<file path="src/hdl/hcy_pkg.sv">
`default_nettype none
// ----------------------------------------------------------------------------
// hcy_pkg
// Types, widths and constants shared by the HCY to RGB conversion pipeline.
// ----------------------------------------------------------------------------
package hcy_pkg;

   localparam int CHANNEL_BITS  = 12;
   localparam int LEVEL_MAX     = (1 << CHANNEL_BITS) - 1;
   localparam int HUE_BITS      = CHANNEL_BITS + 3;
   localparam int SEXT_BITS     = 3;
   localparam int LEVEL_S_BITS  = CHANNEL_BITS + 1;
   localparam int WEIGHT_BITS   = 13;
   localparam int WEIGHT_SHIFT  = 12;
   localparam int PROD_BITS     = LEVEL_S_BITS + WEIGHT_BITS;
   localparam int SUM_BITS      = PROD_BITS + 2;
   localparam int OFS_BITS      = CHANNEL_BITS + 3;
   localparam int MIX_BITS      = CHANNEL_BITS + 4;

   localparam logic signed [WEIGHT_BITS-1:0] W_RED   = WEIGHT_BITS'(1229);
   localparam logic signed [WEIGHT_BITS-1:0] W_GREEN = WEIGHT_BITS'(2417);
   localparam logic signed [WEIGHT_BITS-1:0] W_BLUE  = WEIGHT_BITS'(451);

   localparam logic [SEXT_BITS-1:0] SEXT_RED_YEL   = SEXT_BITS'(0);
   localparam logic [SEXT_BITS-1:0] SEXT_YEL_GRN   = SEXT_BITS'(1);
   localparam logic [SEXT_BITS-1:0] SEXT_GRN_CYN   = SEXT_BITS'(2);
   localparam logic [SEXT_BITS-1:0] SEXT_CYN_BLU   = SEXT_BITS'(3);
   localparam logic [SEXT_BITS-1:0] SEXT_BLU_MAG   = SEXT_BITS'(4);
   localparam logic [SEXT_BITS-1:0] SEXT_MAG_RED   = SEXT_BITS'(5);

   typedef struct packed {
      logic [HUE_BITS-1:0]     hue;
      logic [CHANNEL_BITS-1:0] chroma;
      logic [CHANNEL_BITS-1:0] luma;
   } req_type;

   typedef struct packed {
      logic [CHANNEL_BITS-1:0] red;
      logic [CHANNEL_BITS-1:0] green;
      logic [CHANNEL_BITS-1:0] blue;
   } rsp_type;

   typedef struct packed {
      logic                           valid;
      logic [SEXT_BITS-1:0]           sextant;
      logic [CHANNEL_BITS-1:0]        chroma;
      logic [CHANNEL_BITS-1:0]        luma;
      logic signed [LEVEL_S_BITS-1:0] x;
   } tri_type;

   typedef struct packed {
      logic                           valid;
      logic signed [LEVEL_S_BITS-1:0] r;
      logic signed [LEVEL_S_BITS-1:0] g;
      logic signed [LEVEL_S_BITS-1:0] b;
      logic signed [OFS_BITS-1:0]     m;
   } mix_type;

endpackage
`default_nettype wire

</file>
<file path="src/hdl/hcy_tri.sv">
`default_nettype none
// ----------------------------------------------------------------------------
// hcy_tri
// Stages 1-2: triangle weight from hue, then X = floor(C * weight / 2^N).
// ----------------------------------------------------------------------------
module hcy_tri (
   input  wire logic            clock,
   input  wire logic            reset,
   input  wire logic            in_valid,
   input  wire hcy_pkg::req_type in_data,
   output hcy_pkg::tri_type      tri_out
);

   localparam int CB = hcy_pkg::CHANNEL_BITS;
   localparam int LS = hcy_pkg::LEVEL_S_BITS;
   localparam logic [CB-1:0] MAX_L = CB'(hcy_pkg::LEVEL_MAX);

   logic [CB:0]                    pos;
   logic [CB:0]                    delta;
   logic signed [LS-1:0]           s1_w_in;
   logic                           s1_valid_ff;
   logic [hcy_pkg::SEXT_BITS-1:0]  s1_sext_ff;
   logic [CB-1:0]                  s1_chroma_ff;
   logic [CB-1:0]                  s1_luma_ff;
   logic signed [LS-1:0]           s1_w_ff;
   logic signed [2*LS-1:0]         prod;
   hcy_pkg::tri_type               tri_in;
   hcy_pkg::tri_type               tri_ff;

   // stage 1: weight = MAX - |pos - MAX|, -1 at the top edge
   always_comb begin
      pos = in_data.hue[CB:0];
      if (pos >= {1'b0, MAX_L}) begin
         delta = pos - {1'b0, MAX_L};
      end else begin
         delta = {1'b0, MAX_L} - pos;
      end
      s1_w_in = LS'($signed({2'b00, MAX_L}) - $signed({1'b0, delta}));
   end

   always_ff @(posedge clock) begin
      s1_sext_ff   <= in_data.hue[hcy_pkg::HUE_BITS-1:CB];
      s1_chroma_ff <= in_data.chroma;
      s1_luma_ff   <= in_data.luma;
      s1_w_ff      <= s1_w_in;
      if (reset) begin
         s1_valid_ff <= 1'b0;
      end else begin
         s1_valid_ff <= in_valid;
      end
   end

   // stage 2: signed multiply, arithmetic shift floors
   always_comb begin
      prod           = $signed({1'b0, s1_chroma_ff}) * s1_w_ff;
      tri_in.valid   = s1_valid_ff & ~reset;
      tri_in.sextant = s1_sext_ff;
      tri_in.chroma  = s1_chroma_ff;
      tri_in.luma    = s1_luma_ff;
      tri_in.x       = LS'(prod >>> CB);
   end

   always_ff @(posedge clock) begin
      tri_ff <= tri_in;
   end

   assign tri_out = tri_ff;

endmodule
`default_nettype wire

</file>
<file path="src/hdl/hcy_mix.sv">
`default_nettype none
// ----------------------------------------------------------------------------
// hcy_mix
// Stages 3-4: sextant routing, weighted luma of the pure color, luma offset.
// ----------------------------------------------------------------------------
module hcy_mix (
   input  wire logic            clock,
   input  wire logic            reset,
   input  wire hcy_pkg::tri_type tri_in,
   output hcy_pkg::mix_type      mix_out
);

   localparam int CB = hcy_pkg::CHANNEL_BITS;
   localparam int LS = hcy_pkg::LEVEL_S_BITS;
   localparam int PB = hcy_pkg::PROD_BITS;
   localparam int SB = hcy_pkg::SUM_BITS;

   logic signed [LS-1:0] c_s;
   logic signed [LS-1:0] r_in;
   logic signed [LS-1:0] g_in;
   logic signed [LS-1:0] b_in;
   logic signed [PB-1:0] pr_in;
   logic signed [PB-1:0] pg_in;
   logic signed [PB-1:0] pb_in;
   logic                 s3_valid_ff;
   logic signed [LS-1:0] s3_r_ff;
   logic signed [LS-1:0] s3_g_ff;
   logic signed [LS-1:0] s3_b_ff;
   logic signed [PB-1:0] s3_pr_ff;
   logic signed [PB-1:0] s3_pg_ff;
   logic signed [PB-1:0] s3_pb_ff;
   logic [CB-1:0]        s3_luma_ff;
   logic signed [SB-1:0] sum_in;
   hcy_pkg::mix_type     mix_in;
   hcy_pkg::mix_type     mix_ff;

   // stage 3: channel routing and constant weights
   always_comb begin
      c_s = $signed({1'b0, tri_in.chroma});
      case (tri_in.sextant)
         hcy_pkg::SEXT_RED_YEL: begin
            r_in = c_s;        g_in = tri_in.x;   b_in = '0;
         end
         hcy_pkg::SEXT_YEL_GRN: begin
            r_in = tri_in.x;   g_in = c_s;        b_in = '0;
         end
         hcy_pkg::SEXT_GRN_CYN: begin
            r_in = '0;         g_in = c_s;        b_in = tri_in.x;
         end
         hcy_pkg::SEXT_CYN_BLU: begin
            r_in = '0;         g_in = tri_in.x;   b_in = c_s;
         end
         hcy_pkg::SEXT_BLU_MAG: begin
            r_in = tri_in.x;   g_in = '0;         b_in = c_s;
         end
         hcy_pkg::SEXT_MAG_RED: begin
            r_in = c_s;        g_in = '0;         b_in = tri_in.x;
         end
         default: begin
            r_in = '0;         g_in = '0;         b_in = '0;
         end
      endcase
      pr_in = r_in * hcy_pkg::W_RED;
      pg_in = g_in * hcy_pkg::W_GREEN;
      pb_in = b_in * hcy_pkg::W_BLUE;
   end

   always_ff @(posedge clock) begin
      s3_r_ff    <= r_in;
      s3_g_ff    <= g_in;
      s3_b_ff    <= b_in;
      s3_pr_ff   <= pr_in;
      s3_pg_ff   <= pg_in;
      s3_pb_ff   <= pb_in;
      s3_luma_ff <= tri_in.luma;
      if (reset) begin
         s3_valid_ff <= 1'b0;
      end else begin
         s3_valid_ff <= tri_in.valid;
      end
   end

   // stage 4: m = luma - floor(weighted sum / 4096)
   always_comb begin
      sum_in = SB'(s3_pr_ff) + SB'(s3_pg_ff) + SB'(s3_pb_ff);
      mix_in.valid = s3_valid_ff & ~reset;
      mix_in.r     = s3_r_ff;
      mix_in.g     = s3_g_ff;
      mix_in.b     = s3_b_ff;
      mix_in.m     = hcy_pkg::OFS_BITS'($signed({1'b0, s3_luma_ff})
                        - (sum_in >>> hcy_pkg::WEIGHT_SHIFT));
   end

   always_ff @(posedge clock) begin
      mix_ff <= mix_in;
   end

   assign mix_out = mix_ff;

endmodule
`default_nettype wire

</file>
<file path="src/hdl/hcy_clamp.sv">
`default_nettype none
// ----------------------------------------------------------------------------
// hcy_clamp
// Stage 5: add luma offset to each channel and clamp to 0..MAX.
// ----------------------------------------------------------------------------
module hcy_clamp (
   input  wire logic            clock,
   input  wire logic            reset,
   input  wire hcy_pkg::mix_type mix_in,
   output logic                 out_valid,
   output hcy_pkg::rsp_type      out_data
);

   localparam int CB = hcy_pkg::CHANNEL_BITS;
   localparam int MB = hcy_pkg::MIX_BITS;

   function automatic logic [CB-1:0] clamp_level(input logic signed [MB-1:0] v);
      logic [CB-1:0] res;
      if (v < 0) begin
         res = '0;
      end else if (v > $signed(MB'(hcy_pkg::LEVEL_MAX))) begin
         res = CB'(hcy_pkg::LEVEL_MAX);
      end else begin
         res = v[CB-1:0];
      end
      return res;
   endfunction

   logic signed [MB-1:0] m_ext;
   hcy_pkg::rsp_type     out_in;
   hcy_pkg::rsp_type     out_ff;
   logic                 valid_ff;

   always_comb begin
      m_ext        = MB'(mix_in.m);
      out_in.red   = clamp_level(MB'(mix_in.r) + m_ext);
      out_in.green = clamp_level(MB'(mix_in.g) + m_ext);
      out_in.blue  = clamp_level(MB'(mix_in.b) + m_ext);
   end

   always_ff @(posedge clock) begin
      out_ff <= out_in;
      if (reset) begin
         valid_ff <= 1'b0;
      end else begin
         valid_ff <= mix_in.valid;
      end
   end

   assign out_valid = valid_ff;
   assign out_data  = out_ff;

endmodule
`default_nettype wire

</file>
<file path="src/hdl/hcy_to_rgb_converter.sv">
`default_nettype none
// ----------------------------------------------------------------------------
// hcy_to_rgb_converter
// rsp_valid follows start through s1_valid_ff, tri_ff, s3_valid_ff, mix_ff and valid_ff.
// Throughput: one transaction per clock; busy is always low, five stages.
// The receiver cannot stall; every result is presented for one cycle.
// Reset (synchronous) clears all stage valid bits; payload is not reset.
// ----------------------------------------------------------------------------
module hcy_to_rgb_converter (
   input  wire logic            clock,
   input  wire logic            reset,
   input  wire logic            start,
   output logic                 busy,
   input  wire hcy_pkg::req_type req_data,
   output logic                 rsp_valid,
   output hcy_pkg::rsp_type      rsp_data
);

   logic             in_valid;
   hcy_pkg::tri_type tri_bus;
   hcy_pkg::mix_type mix_bus;

   assign busy     = 1'b0;
   assign in_valid = start & ~busy;

   hcy_tri u_tri (
      .clock    (clock),
      .reset    (reset),
      .in_valid (in_valid),
      .in_data  (req_data),
      .tri_out  (tri_bus)
   );

   hcy_mix u_mix (
      .clock   (clock),
      .reset   (reset),
      .tri_in  (tri_bus),
      .mix_out (mix_bus)
   );

   hcy_clamp u_clamp (
      .clock     (clock),
      .reset     (reset),
      .mix_in    (mix_bus),
      .out_valid (rsp_valid),
      .out_data  (rsp_data)
   );

endmodule
`default_nettype wire

</file>
<file path="config.mk">
export PLATFORM = sky130hd
export DESIGN_NAME = hcy_to_rgb_converter
export DESIGN_NICKNAME = d
export VERILOG_FILES = /design/src/hdl/hcy_pkg.sv /design/src/hdl/hcy_tri.sv /design/src/hdl/hcy_mix.sv /design/src/hdl/hcy_clamp.sv /design/src/hdl/hcy_to_rgb_converter.sv
export SDC_FILE = /design/constraint.sdc
export NUM_CORES = 1
export LEC_CHECK = 0
export ABC_AREA = 1
export BUFFER_PORTS_ARGS = -buffer_cell sky130_fd_sc_hd__buf_4
export CAP_MARGIN = 20
export CORE_UTILIZATION = 50
export CTS_BUF_LIST = sky130_fd_sc_hd__clkbuf_4 sky130_fd_sc_hd__clkbuf_8
export DETAILED_ROUTE_END_ITERATION = 10
export HOLD_SLACK_MARGIN = 0.03
export MAX_ROUTING_LAYER = met4
export PLACE_DENSITY = 0.74
export REMOVE_ABC_BUFFERS = 1
export SYNTH_ARGS = -nofsm -noshare
export SYNTH_HDL_FRONTEND = slang
export SYNTH_SLANG_ARGS = --single-unit
</file>
<file path="constraint.sdc">
create_clock -name clock -period 7.65 [get_ports clock]
set_clock_uncertainty 0.05 [all_clocks]
set_input_delay 1.53 -clock clock [delete_from_list [all_inputs] [get_ports clock]]
set_output_delay 1.53 -clock clock [all_outputs]
set_load 0.005 [all_outputs]
</file>
==> metrics <==
EDFF count, synth 0; mean post-synth cell area around 8.6 um^2; Worst-Margin Slew approximately 1.1 ns; R2R cell count 21; drt total wl ~59 mm; CP Launch Type flop; critical path type flop to flop; WHS Path Cells 0; vias in the first global route between 15,000 and 20,000; Max-Cap Viols 0; share of layout cells above drive strength 1 about 7.8%; share of the yosys chip area belonging to registers approximately 23%; CTS Hold Bufs 0; CTS root buffer clkbuf_8; Synth area leader dfxtp_1; GR Overflow Total 0; Core ar. about 50,000 um^2; Setup Viol. Count Final 0; worst hold start u_tri.tri_out[19]; Most Frequent Cell on Critical Path inv_1; hpwl dp between 40 and 50 mm; final-stage net count around 3,800; Netlist cell types between 50 and 60; crit path max-delay cell type o22ai_1; clk_lat worst skew 0.65 ns; final hold vios 0; final hold slack roughly 0.27 ns; reg2reg end u_mix.s3_pg_ff[22]; largest net degree at the start of global routing 20; # H-tree levels 2; crit-path cells inv_1 > nand2_1 > nand3_2 > o22ai_1 > inv_1 > fa_1 > inv_1 > ha_1 > ha_1 > inv_1 > fa_1 > fa_1 > inv_1 > ha_1 > a21oi_1 > nand2_1 > a21oi_1 > o21ai_0 > nand3_1 > nand2_1 > xor2_1; reg2reg start u_tri.tri_out[37]; top cell type's share of synthesized area about 23%; Primary FF master, synth dfxtp_1; Resized cells post-CTS 0; TritonCTS clock tree built; crit-path max cell delay 0.78 ns; Final period util 76.0%; Worst EP required 8.12 ns; slew margin rel. 27.9%; clock sinks 293; most common cell in the synthesized netlist inv_1; r2r setup slk around 1.8 ns; ANT nets after route 0; f_max 0.172 GHz; Post-CTS Setup Repair Bufs 0; WP buf/inv 5; Worst Setup End Kind flop; clk buf depth 3; DIE AREA between 50,000 and 60,000 um^2; clock transition at the registers of the reported paths approximately 0.06 ns; via count 19,300; hold crit path type flop to flop; CTS buffer count 50; FFs w/ async S/R, synth 0%; IO buf count just under 80; hold endpoint u_mix.s3_luma_ff[6]; # IOs 80; Setup TNS Final 0 ns; status completed; synth cell count leaders inv_1, nand2_1, ha_1, dfxtp_1, fa_1; Slew Viols, Final 0; Die Y ~230 um; ranking of synthesized cells by area dfxtp_1, fa_1, ha_1, inv_1, nand2_1; mapped cell area about 26,000 um^2; Area Growth Syn to Fin 10.3%; row cnt 82; GRT Overall Usage a little under a quarter; vias per cell around 5.1; Post-DP Area 27,000 um^2; initial antenna violation count 0; post-route cell area about 28,000 um^2; RePlAce Congestion 0.977; Cells after Synth 2,998; CP top delay family adder cells; DRT Pass-1 Iters 6; synth warn 0; critical path depth in cells 21; drt wl/cell 15.4 um; RSZ-0062 raised after global routing false; starting density of the core between 50% and 60%; Die X between 200 and 250 um; Layout fillers 4,532; Residual DRC 0; initial DRC count around 1,200; crit path launch u_tri.tri_out[37]; crit-path max FO 14; global-route wire length before repair about 97 mm; Final Critical Period about 5.8 ns; FF+latch count, synth between 200 and 300; critical path arrival 6.29 ns
==> metal layers <==
metal  vias up  share of wire [%]  GRT usage, %
li1       9630                  -             -
met1      9103                 44          29.5
met2       466                 49          40.3
met3       129                4.4          2.78
met4         0                3.3          7.99
met5         -                  0             -
==> cells in the final DEF (no fill, tap or decap), types with 66 or more instances in the layout <==
master,netlist,final
dfxtp_1,293,293
inv_1,663,663
ha_1,380,380
o21ai_0,66,66
a21oi_1,186,186
nor2_1,140,139
xor2_1,98,98
nand2_1,496,496
nand3_1,85,85
buf_4,1,91
fa_1,262,262
==> logic make-up after synthesis <==
| group | after synthesis | share of synthesized area, % |
|---|---|---|
| other | 1 | 0.0146 |
| AOI/OAI and AO/OA | 388 | 8.86 |
| adders and majority gates | 642 | 38.9 |
| xor gates and xnor gates | 154 | 5.33 |
| and+or+nand+nor | 818 | 13.6 |
| DFF | 293 | 22.8 |
| buffers and inverters | 702 | 10.4 |
==> sequential cells by signal (all words and copies together) (netlist names) <==
register            flops
u_mix.s3_luma_ff       12
u_mix.s3_r_ff          13
u_mix.s3_pr_ff         23
u_tri.tri_out          41
u_mix.s3_g_ff          13
u_tri.s1_chroma_ff     12
u_mix.s3_pg_ff         22
u_clamp.out_valid       1
u_tri.s1_sext_ff        3
u_mix.s3_valid_ff       1
u_mix.s3_pb_ff         22
u_tri.s1_w_ff          13
u_mix.s3_b_ff          13
u_tri.s1_luma_ff       12
u_mix.mix_out          55
u_clamp.out_data       36
u_tri.s1_valid_ff       1
==> how the worst max path moves through the flow <==
stage | slack [ns] | end
2_1_floorplan | 2.29 | u_mix.s3_pg_ff[22]
3_3_place_gp | 2.02 | u_mix.s3_pg_ff[18]
3_5_place_dp | 2.00 | u_mix.s3_pg_ff[18]
4_1_cts | 1.95 | u_mix.s3_pg_ff[22]
5_1_grt | 1.54 | u_mix.s3_pg_ff[22]
6_report | 1.83 | u_mix.s3_pg_ff[22]
==> final cells by class <==
type	instances	area, um^2	area share (%)
inverters	664	2490	8.80
repair buffers	91	683	2.41
well taps	672	841	2.97
diodes	1	2.50	0.00884
clock inverters	27	459	1.62
clock buffers	64	837	2.96
multi-input cells	2003	17100	60.5
flip-flops and latches	293	5870	20.7
==> per-stage QoR <==
| stage | worst slack (ns) | instances | util (%) |
|---|---|---|---|
| 2_1_floorplan | 2.29 | 2960 | - |
| 3_3_place_gp | 2.02 | 3723 | 53.6 |
| 3_5_place_dp | 2.00 | 3723 | 53.6 |
| 4_1_cts | 1.95 | 3814 | 56.2 |
| 5_1_grt | 1.54 | 3814 | 56.2 |
| 6_report | 1.83 | 3815 | 56.2 |
Power is left out: the tool's default activity adds up to more than one toggle a clock period on the data nets, which glitch-free logic cannot reach.
